**src/hw/rtl/dat_pkg.sv**
```systemverilog
package dat_pkg;

    localparam int FIELD_W = 12;
    localparam int NODE_W  = 13;
    localparam int BYTE_W  = 8;
    localparam int VALUE_W = 32;
    localparam int COUNT_W = 7;
    localparam int CMP_W   = 32;

    localparam logic [NODE_W-1:0]  ROOT_NODE = NODE_W'(1);
    localparam logic [COUNT_W-1:0] COUNT_SAT = COUNT_W'(127);

    localparam logic KIND_WRITE = 1'b0;
    localparam logic KIND_KEY   = 1'b1;

    typedef enum logic [1:0] {
        ST_IDLE,
        ST_LOAD,
        ST_CHECK,
        ST_FINISH
    } walk_state_t;

    typedef struct packed {
        logic [FIELD_W-1:0] base;
        logic [FIELD_W-1:0] check;
        logic [VALUE_W-1:0] value;
    } entry_t;

    typedef struct packed {
        logic               valid;
        logic               found;
        logic [VALUE_W-1:0] value;
    } result_t;

endpackage

```
**src/hw/rtl/dat_walker.sv**
```systemverilog
module dat_walker import dat_pkg::*; #(
    parameter int NODE_DEPTH = 4096,
    parameter int KEY_MAX    = 64,
    parameter int AW         = 12
) (
    input  logic               aclk,
    input  logic               aresetn,
    input  logic               cfg_wr_en,
    input  logic [NODE_W-1:0]  cfg_wr_data,
    input  logic               s_valid,
    output logic               s_ready,
    input  logic               s_kind,
    input  logic [FIELD_W-1:0] s_entry_index,
    input  logic [FIELD_W-1:0] s_entry_base,
    input  logic [FIELD_W-1:0] s_entry_check,
    input  logic [VALUE_W-1:0] s_entry_value,
    input  logic [BYTE_W-1:0]  s_key_byte,
    input  logic               s_key_last,
    input  logic               res_room,
    output result_t            res,
    output logic               mem_wr_en,
    output logic [AW-1:0]      mem_addr,
    output entry_t             mem_wr_data,
    input  entry_t             mem_rd_data
);

    function automatic logic [AW-1:0] to_addr(input logic [NODE_W-1:0] v);
        logic [AW+NODE_W-1:0] wide;
        wide = {{AW{1'b0}}, v};
        return wide[AW-1:0];
    endfunction

    walk_state_t        state_reg, state_next;
    logic [NODE_W-1:0]  node_count_reg;
    logic [NODE_W-1:0]  cur_reg, cur_next;
    logic [NODE_W-1:0]  child_reg, child_next;
    logic               missed_reg, missed_next;
    logic [COUNT_W-1:0] count_reg, count_next;
    logic               cache_ok_reg, cache_ok_next;
    logic [FIELD_W-1:0] base_cache_reg, base_cache_next;
    logic [VALUE_W-1:0] value_cache_reg, value_cache_next;
    logic [BYTE_W-1:0]  byte_reg, byte_next;
    logic               last_reg, last_next;

    logic               accept;
    logic               wr_ok;
    logic [COUNT_W-1:0] count_inc;
    logic               len_miss;
    logic [FIELD_W-1:0] base_sel;
    logic [BYTE_W-1:0]  byte_sel;
    logic [NODE_W-1:0]  child;
    logic               child_ok;
    logic               check_hit;
    logic               key_acc;

    assign s_ready = (state_reg == ST_IDLE);
    assign accept  = s_valid && s_ready;
    assign key_acc = accept && (s_kind == KIND_KEY);

    always_comb begin
        wr_ok     = {{(CMP_W-FIELD_W){1'b0}}, s_entry_index} < CMP_W'(NODE_DEPTH);
        count_inc = (count_reg < COUNT_SAT) ? count_reg + COUNT_W'(1) : count_reg;
        len_miss  = count_inc > COUNT_W'(KEY_MAX);
        base_sel  = (state_reg == ST_LOAD) ? mem_rd_data.base : base_cache_reg;
        byte_sel  = (state_reg == ST_LOAD) ? byte_reg : s_key_byte;
        child     = {1'b0, base_sel} + {{(NODE_W-BYTE_W){1'b0}}, byte_sel};
        child_ok  = (child < node_count_reg)
                 && ({{(CMP_W-NODE_W){1'b0}}, child} < CMP_W'(NODE_DEPTH));
        check_hit = {1'b0, mem_rd_data.check} == cur_reg;
    end

    // Next state.
    always_comb begin
        state_next = state_reg;
        case (state_reg)
            ST_IDLE: begin
                if (key_acc) begin
                    if (missed_reg || len_miss || (cache_ok_reg && !child_ok)) begin
                        state_next = s_key_last ? ST_FINISH : ST_IDLE;
                    end else if (!cache_ok_reg) begin
                        state_next = ST_LOAD;
                    end else begin
                        state_next = ST_CHECK;
                    end
                end
            end
            ST_LOAD: begin
                if (child_ok) begin
                    state_next = ST_CHECK;
                end else begin
                    state_next = last_reg ? ST_FINISH : ST_IDLE;
                end
            end
            ST_CHECK: begin
                state_next = last_reg ? ST_FINISH : ST_IDLE;
            end
            ST_FINISH: begin
                if (res_room) begin
                    state_next = ST_IDLE;
                end
            end
            default: begin
                state_next = ST_IDLE;
            end
        endcase
    end

    // Datapath, memory port and result.
    always_comb begin
        cur_next         = cur_reg;
        child_next       = child_reg;
        missed_next      = missed_reg;
        count_next       = count_reg;
        cache_ok_next    = cache_ok_reg;
        base_cache_next  = base_cache_reg;
        value_cache_next = value_cache_reg;
        byte_next        = byte_reg;
        last_next        = last_reg;
        mem_wr_en        = 1'b0;
        mem_addr         = to_addr(cur_reg);
        mem_wr_data      = '{base: s_entry_base, check: s_entry_check, value: s_entry_value};
        res              = '0;
        case (state_reg)
            ST_IDLE: begin
                if (accept && (s_kind == KIND_WRITE)) begin
                    mem_wr_en = wr_ok;
                    mem_addr  = to_addr({1'b0, s_entry_index});
                    // A write to the node the walk stands on refreshes the cached copy.
                    if (wr_ok && ({1'b0, s_entry_index} == cur_reg)) begin
                        cache_ok_next    = 1'b1;
                        base_cache_next  = s_entry_base;
                        value_cache_next = s_entry_value;
                    end
                end else if (key_acc) begin
                    count_next = count_inc;
                    byte_next  = s_key_byte;
                    last_next  = s_key_last;
                    if (missed_reg || len_miss || (cache_ok_reg && !child_ok)) begin
                        missed_next = 1'b1;
                    end else if (!cache_ok_reg) begin
                        mem_addr = to_addr(cur_reg);
                    end else begin
                        mem_addr   = to_addr(child);
                        child_next = child;
                    end
                end
            end
            ST_LOAD: begin
                cache_ok_next    = 1'b1;
                base_cache_next  = mem_rd_data.base;
                value_cache_next = mem_rd_data.value;
                if (child_ok) begin
                    mem_addr   = to_addr(child);
                    child_next = child;
                end else begin
                    missed_next = 1'b1;
                end
            end
            ST_CHECK: begin
                if (check_hit) begin
                    cur_next         = child_reg;
                    cache_ok_next    = 1'b1;
                    base_cache_next  = mem_rd_data.base;
                    value_cache_next = mem_rd_data.value;
                end else begin
                    missed_next = 1'b1;
                end
            end
            ST_FINISH: begin
                if (res_room) begin
                    res.valid     = 1'b1;
                    res.found     = !missed_reg;
                    res.value     = missed_reg ? '0 : value_cache_reg;
                    cur_next      = ROOT_NODE;
                    missed_next   = 1'b0;
                    count_next    = '0;
                    cache_ok_next = 1'b0;
                end
            end
            default: begin
            end
        endcase
    end

    always_ff @(posedge aclk) begin
        if (!aresetn) begin
            state_reg      <= ST_IDLE;
            node_count_reg <= '0;
            cur_reg        <= ROOT_NODE;
            missed_reg     <= 1'b0;
            count_reg      <= '0;
            cache_ok_reg   <= 1'b0;
        end else begin
            state_reg    <= state_next;
            cur_reg      <= cur_next;
            missed_reg   <= missed_next;
            count_reg    <= count_next;
            cache_ok_reg <= cache_ok_next;
            if (cfg_wr_en) begin
                node_count_reg <= cfg_wr_data;
            end
        end
    end

    always_ff @(posedge aclk) begin
        child_reg       <= child_next;
        base_cache_reg  <= base_cache_next;
        value_cache_reg <= value_cache_next;
        byte_reg        <= byte_next;
        last_reg        <= last_next;
    end

endmodule

```
**config.mk**
```make
export PLATFORM = sky130hd
export DESIGN_NAME = dat_walker
export DESIGN_NICKNAME = d
export VERILOG_FILES = /design/src/hw/rtl/dat_pkg.sv /design/src/hw/rtl/dat_walker.sv
export SDC_FILE = /design/constraint.sdc
export NUM_CORES = 1
export LEC_CHECK = 0
export BUFFER_PORTS_ARGS = -buffer_cell sky130_fd_sc_hd__buf_4
export CAP_MARGIN = 15
export CORE_ASPECT_RATIO = 1.5
export CORE_MARGIN = 2
export CORE_UTILIZATION = 50
export CTS_CLUSTER_DIAMETER = 50
export DETAILED_ROUTE_END_ITERATION = 8
export GPL_TIMING_DRIVEN = 0
export PLACE_DENSITY = 0.82
export SKIP_CTS_REPAIR_TIMING = 1
export SLEW_MARGIN = 0
export SYNTH_ARGS = -nofsm -noshare
export SYNTH_HDL_FRONTEND = slang
export SYNTH_SLANG_ARGS = --single-unit
```
**constraint.sdc**
```tcl
create_clock -name aclk -period 7.1 [get_ports aclk]
set_input_delay 0.355 -clock aclk [delete_from_list [all_inputs] [get_ports aclk]]
set_output_delay 0.355 -clock aclk [all_outputs]
set_load 0.01 [all_outputs]
```
======== After elaboration in Yosys (flattened, before gate mapping) ========
Index checks and enable logic that the tools add are counted.
storage, ports and cells
  bits in registers ....................... 103
  bits of input ports ..................... 152
  output and inout port bits .............. 104
  word-level logic and storage cells ...... 112
cells by class
  $add $sub $neg .......................... 2
  order comparisons ....................... 4
  eq/ne operators ......................... 17
  mux-type cells .......................... 54
  bitwise logic cells ..................... 2
  reductions and logical operators ........ 22
operators with widths
  operator                                                number
  two-way mux 32 bit                                      4
  two-way mux 12 bit                                      9
  one-hot mux 32 bit (3 select lines)                     1
  two-way mux 13 bit                                      7
  two-way mux 34 bit                                      2
  one-hot mux 13 bit (2 select lines)                     2
  one-hot mux 12 bit (3 select lines)                     1
  two-way mux 7 bit                                       4
  == test 12 x 13 -> 1 bit                                2
  one-hot mux 12 bit (2 select lines)                     1
  two-way mux 2 bit                                       7
  inequality test 2 bit (second input constant)           7
  one-hot mux 7 bit (2 select lines)                      1
  adder 12 x 8 -> 13 bit                                  1
  less-than comparator 13 bit                             1
  less-than comparator 13 bit (second input constant)     1
  AND reduction 4 bit                                     3
  AND reduction 6 bit                                     2
  two-way mux 1 bit                                       11
  inequality test 2 x 1 -> 1 bit (second input constant)  5
  two-way mux 8 bit                                       1
  one-hot mux 1 bit (4 select lines)                      2
  one-hot mux 2 bit (4 select lines)                      1
  adder 7 x 1 -> 7 bit (second input constant)            1
  13 further kinds                                        24

======== Depth between registers and ports, before layout ========
  depth in word-level cells ............... 12
  mapped depth ............................ 22
  gate-level depth less buffers ........... 19

======== Worst setup path before layout ========
Ideal clock, no wire load.
  path kind ............................... reg-to-reg
  start point ............................. register state_reg[1]
  end point ............................... register child_reg[0], enable pin
  library setup time ...................... 0.403 ns
  arrival time ............................ 5.115 ns
  required time ........................... 6.697 ns
  setup slack ............................. 1.582 ns
  cell stages (with the launch flop) ...... 21
  path buffers ............................ 3
  clock period less this slack ............ 5.518 ns
  cell sequence ........................... dfxtp_1 > inv_1 > ha_1 > buf_2 > buf_1 > mux2_2 > ha_1 > fa_1 > nand3_1 > a211oi_1 > nor2_1 > nor3_1 > xnor2_1 > ha_1 > a21o_1 > a21o_1 > a21oi_1 > o31ai_1 > nor2_1 > clkbuf_1 > a21boi_0
between the ends
  cells in the longest elaborated chain, start to end .. 10
  elaborated cells between the ends (all ways) .. 21
  classes of those cells .................. 1 x add/sub; 2 x order compare; 6 x eq/ne; 2 x mux; 10 x reduce/logical
ends and longest elaborated chain
  element                                                  line                                RTL
  start, declared                                          dat_walker.sv:33                    walk_state_t state_reg, state_next;
  start signal, assigned                                   dat_walker.sv:194                   state_reg <= state_next;
  == test 2 x 1 -> 1 bit (*)                               dat_walker.sv:64, dat_walker.sv:65
  two-way mux 12 bit or two-way mux 8 bit (tied branches)  dat_walker.sv:64, dat_walker.sv:65
  adder 12 x 8 -> 13 bit (*)                               dat_walker.sv:66                    child = {1'b0, base_sel} + {{(NODE_W-BYTE_W){1'b0}}, byte_sel};
  via child[10]                                            dat_walker.sv:51                    logic [NODE_W-1:0] child;
  less-than comparator 13 bit (on tied branches)           dat_walker.sv:67, dat_walker.sv:68
  logical AND 1 bit (*)                                    dat_walker.sv:68                    && ({{(CMP_W-NODE_W){1'b0}}, child} < CMP_W'(NODE_DEPTH));
  logical NOT 1 bit                                        dat_walker.sv:138                   if (missed_reg || len_miss || (cache_ok_reg && !child_ok)) begin
  logical AND 1 bit                                        dat_walker.sv:138
  logical OR 1 bit                                         dat_walker.sv:138
  inequality test 2 bit (no line)                          -
  AND reduction 6 bit (no line) (*)                        -
  end signal, assigned                                     dat_walker.sv:206                   child_reg <= child_next;
  end, declared                                            dat_walker.sv:36                    logic [NODE_W-1:0] child_reg, child_next;
The timed path passes the listed nets; every way through them passes the cells marked *.
A chain may end at the register's enable or synchronous reset.

======== Worst setup path in the final report ========
  start point ............................. register state_reg[1]
  end point ............................... output port mem_addr[4]
between the ends
  cells in the longest elaborated chain, start to end .. 12
  elaborated cells between the ends (all ways) .. 20
  classes of those cells .................. 1 x add/sub; 2 x order compare; 1 x eq/ne; 8 x mux; 8 x reduce/logical
ends and longest elaborated chain
  element                                                  line                                RTL
  == test 2 x 1 -> 1 bit (*)                               dat_walker.sv:64, dat_walker.sv:65
  two-way mux 12 bit or two-way mux 8 bit (tied branches)  dat_walker.sv:64, dat_walker.sv:65
  adder 12 x 8 -> 13 bit (*)                               dat_walker.sv:66
  via child[10]                                            dat_walker.sv:51
  less-than comparator 13 bit (on tied branches)           dat_walker.sv:67, dat_walker.sv:68
  logical AND 1 bit (*)                                    dat_walker.sv:68
  logical NOT 1 bit                                        dat_walker.sv:138
  logical AND 1 bit                                        dat_walker.sv:138
  logical OR 1 bit                                         dat_walker.sv:138
  two-way mux 12 bit                                       dat_walker.sv:138
  two-way mux 12 bit                                       dat_walker.sv:134                   end else if (key_acc) begin
  two-way mux 12 bit                                       dat_walker.sv:125                   if (accept && (s_kind == KIND_WRITE)) begin
  one-hot mux 12 bit (2 select lines) (*)                  dat_walker.sv:123                   case (state_reg)
  end, declared                                            dat_walker.sv:22                    output logic [AW-1:0] mem_addr,
Marks and branches as above.

==> impl_metrics.py <==
metrics = {
    "die": {
        "start_util": 0.516,
        "io_pins": 256,
        "core_mm2": 0.0125,
        "dieArea_mm2": 0.0138,
        "die_h_um": 143,
        "rows": 50,
        "die_w_um": 96.7,
    },
    "synth": {
        "synthMuxAreaShare": 0.134,
        "ys.flop_type": "edfxtp_1",
        "synth_cell_types": 56,
        "synth_edf_count": 66,
        "seq_area_frac_synth": 0.422,
        "synth_fp_nets": 789,
        "synthAdderAreaFrac": 0.0516,
        "synth-simple-area-share": 0.146,
        "synth_xor_area_frac": 0.0448,
        "yosysWarnings": 0,
        "synth-compound-area-share": 0.103,
        "synthArstFlopShare": 0,
        "ys_ff_latch": 103,
        "syn_area_per_cell_um2": 10.6,
        "netlist_area_mm2": 0.00645,
        "synthCells": 611,
        "synth_top_family_by_area": "simple AND/OR/NAND/NOR gates",
    },
    "setup_path": {
        "cp_data_required_time_ns": 6.74,
        "crit_arrival_ns": 6.35,
        "timing.rr.end": "child_reg[11]$_DFFE_PP_",
        "reg2reg_from": "state_reg[1]$_SDFFE_PN0P_",
        "worst_setup_path_start_kind": "flop",
        "crit_type": "flop to output pin",
        "critPathMaxFanout": 10,
        "r2r_cells": 21,
        "end_kind": "output pin",
        "r2r_slack_ns": 1.14,
    },
    "place": {
        "pre_cts_ws_ns": 0.504,
        "port_buffers": 242,
        "dp.cells": 1011,
        "place_hpwl_um": 16500,
        "routabilityCongestion": 0.996,
    },
    "clock_tree": {
        "numClockSinks": 103,
        "clock_latency_ns": 0.35,
        "root_buffer": "clkbuf_16",
        "cts_tree": "yes",
        "h-tree-depth": 3,
        "cts_buffers": 9,
        "path_clk_slew_ns": 0.08,
        "clockBufferDepth": 2,
    },
    "detailed_routing": {
        "dr.first_iter.drc_count": 357,
        "first_pass_iters": 6,
        "vias": 5563,
        "routed_via_density": 5.41,
        "ant_nets": 0,
        "routedWlPerCell_um": 19.5,
        "drc": 0,
        "routed_wl_um": 20100,
    },
    "cells_and_area": {
        "n_fill_cell": 959,
        "largest_reg_flops": 32,
        "drive_above_1_share": 0.452,
        "final_nets": 1044,
        "fin_cells": 1029,
        "syn_to_final_growth_pct": 36.6,
    },
    "grt": {
        "antenna_found_initial": 2,
        "grt_max_degree": 33,
        "grt_usage": 0.286,
        "grt_overflow": 0,
        "grt_pass1_wl_um": 30800,
        "first_global_vias": 5802,
    },
    "sta": {
        "whs_ns": 0.186,
        "max_freq_mhz": 149,
        "hold_violations": 0,
        "rsz0062_at_grt": "no",
        "max_slew.worst_pin.slew_ns": 0.716,
        "fin_crit_ns": 6.70,
        "fin_ws_ns": 0.396,
        "drv_slew": 0,
        "layout_worst_path_cycle_share": 0.944,
        "fin_skew_ns": 0.0116,
        "setup_tns_ns": 0,
        "timing.slew.headroom": 0.523,
        "finalSetupViolCount": 0,
    },
    "power": {
        "p_leak_nw": 3.83,
        "powerDensity_mw_per_mm2": 402,
        "max-vdd-ir-drop_mv": 0.251,
    },
    "status": {
        "outcome": "completed",
    },
    "hold_path": {
        "hold_depth": 1,
        "hp-class": "input pin to flop",
        "whs_endpoint": "byte_reg[5]$_DFFE_PP_",
        "hp-start": "s_key_byte[5]",
    },
    "job": {
        "drv_cap": 0,
    },
}
-- critical path, stage by stage, from the launching register on --
cell and delay (ns):
dfxtp_1 0.34, inv_1 0.09, ha_1 0.30, buf_2 0.30, clkbuf_2 0.33, mux2_2 0.38
ha_1 0.24, fa_1 0.42, nand3_1 0.13, a211oi_1 0.08, nor2_1 0.34, nor3_1 0.15
xnor2_2 0.35, ha_1 0.32, a21o_1 0.17, a21o_1 0.18, a21oi_1 0.17, o31ai_1 0.11
o21ai_0 0.48, o21ai_0 0.24, a31o_1 0.25, buf_6 0.14, a221o_1 0.35, buf_4 0.15
-- report_power, final --
part	internal, mW	leakage (nW)	switching, mW
sequential	0.929	0.913	0.0674
combinational	0.879	2.77	1.17
clock	0.272	0.152	0.230
total	2.08	3.83	1.46
-- layer usage --
layer | wire length (um) | track usage | vias to the layer above
li1 | - | - | 2650
met1 | 6840 | 0.291 | 2610
met2 | 10700 | 0.541 | 266
met3 | 1950 | 0.0925 | 37
met4 | 594 | 0.110 | 0
met5 | 0 | 0 | -
-- Yosys cell counts (4+ instances only) --
cell | n | area, um^2
mux2_2 | 61 | 687
nor4_1 | 7 | 43.8
and3_1 | 4 | 25.0
nand4_1 | 5 | 31.3
o21a_1 | 4 | 30.0
ha_1 | 25 | 313
mux2i_1 | 18 | 180
nand2b_1 | 14 | 87.6
clkbuf_1 | 17 | 63.8
dfxtp_1 | 37 | 741
nand3_1 | 5 | 25.0
nor2_1 | 29 | 109
xnor2_1 | 16 | 140
a221o_1 | 9 | 90.1
xor2_1 | 17 | 149
buf_1 | 4 | 15.0
inv_1 | 20 | 75.1
nor2b_1 | 8 | 50.1
a211oi_1 | 5 | 37.5
nand2_1 | 18 | 67.6
edfxtp_1 | 66 | 1980
a31oi_1 | 7 | 43.8
and2_1 | 47 | 294
buf_4 | 58 | 435
o21ai_0 | 13 | 65.1
nor3_1 | 7 | 35.0
a21oi_1 | 36 | 180
nand3b_1 | 12 | 90.1
-- worst max-delay path by stage --
stage | cells after the start | slack, ns | start | endpoint
CTS | 23 | 0.08 | state_reg[1]$_SDFFE_PN0P_ | mem_addr[4]
detailed placement | 23 | 0.50 | state_reg[1]$_SDFFE_PN0P_ | mem_addr[4]
global route | 22 | 0.11 | state_reg[1]$_SDFFE_PN0P_ | mem_addr[10]
floorplan | 20 | 1.58 | state_reg[1]$_SDFFE_PN0P_ | child_reg[0]$_DFFE_PP_
global placement | 19 | 0.07 | state_reg[1]$_SDFFE_PN0P_ | child_reg[3]$_DFFE_PP_
finish | 23 | 0.40 | state_reg[1]$_SDFFE_PN0P_ | mem_addr[4]
-- layout make-up --
| cell class | count | area, um^2 | area share |
|---|---|---|---|
| buffer | 84 | 561 | 0.0636 |
| clock buffer | 11 | 264 | 0.0300 |
| multi-input combinational | 404 | 3110 | 0.353 |
| tap | 156 | 195 | 0.0221 |
| timing repair buffer | 244 | 1840 | 0.209 |
| antenna | 2 | 5.00 | 0.000568 |
| sequential | 103 | 2720 | 0.309 |
| clock inverter | 5 | 36.3 | 0.00412 |
| inverter | 20 | 75.1 | 0.00852 |
-- stage by stage --
stage	utilization	cell area (um^2)	power [mW]
floorplan	-	6450	2.33
global placement	0.676	8460	2.93
detailed placement	0.679	8500	3.02
CTS	0.703	8800	3.53
global route	0.704	8810	3.75
finish	0.704	8810	3.54
-- kinds of logic after synthesis --
kind of cell	count (synthesis)
AND/OR/NAND/NOR	166
buffers and inverters	104
flip-flops	103
AO/OA/AOI/OAI	100
multiplexers	79
XOR/XNOR	33
adder cells (fa/ha/maj)	26
-- placed cells by master, fill, tap and decap left out, drive strengths merged, types with 7 or more instances in the layout --
cell type	instances
nand2b	14
clkbuf	30
a21oi	36
nor2b	8
edfxtp	66
nand3b	12
ha	25
dfxtp	37
and2	47
a221o	9
buf	309
xor2	17
nor3	7
a31oi	7
nand2	18
inv	23
mux2i	18
nor2	29
o21ai	16
xnor2	16
nor4	7
mux2	61
Note: power is estimated with default switching activity, not from simulation.
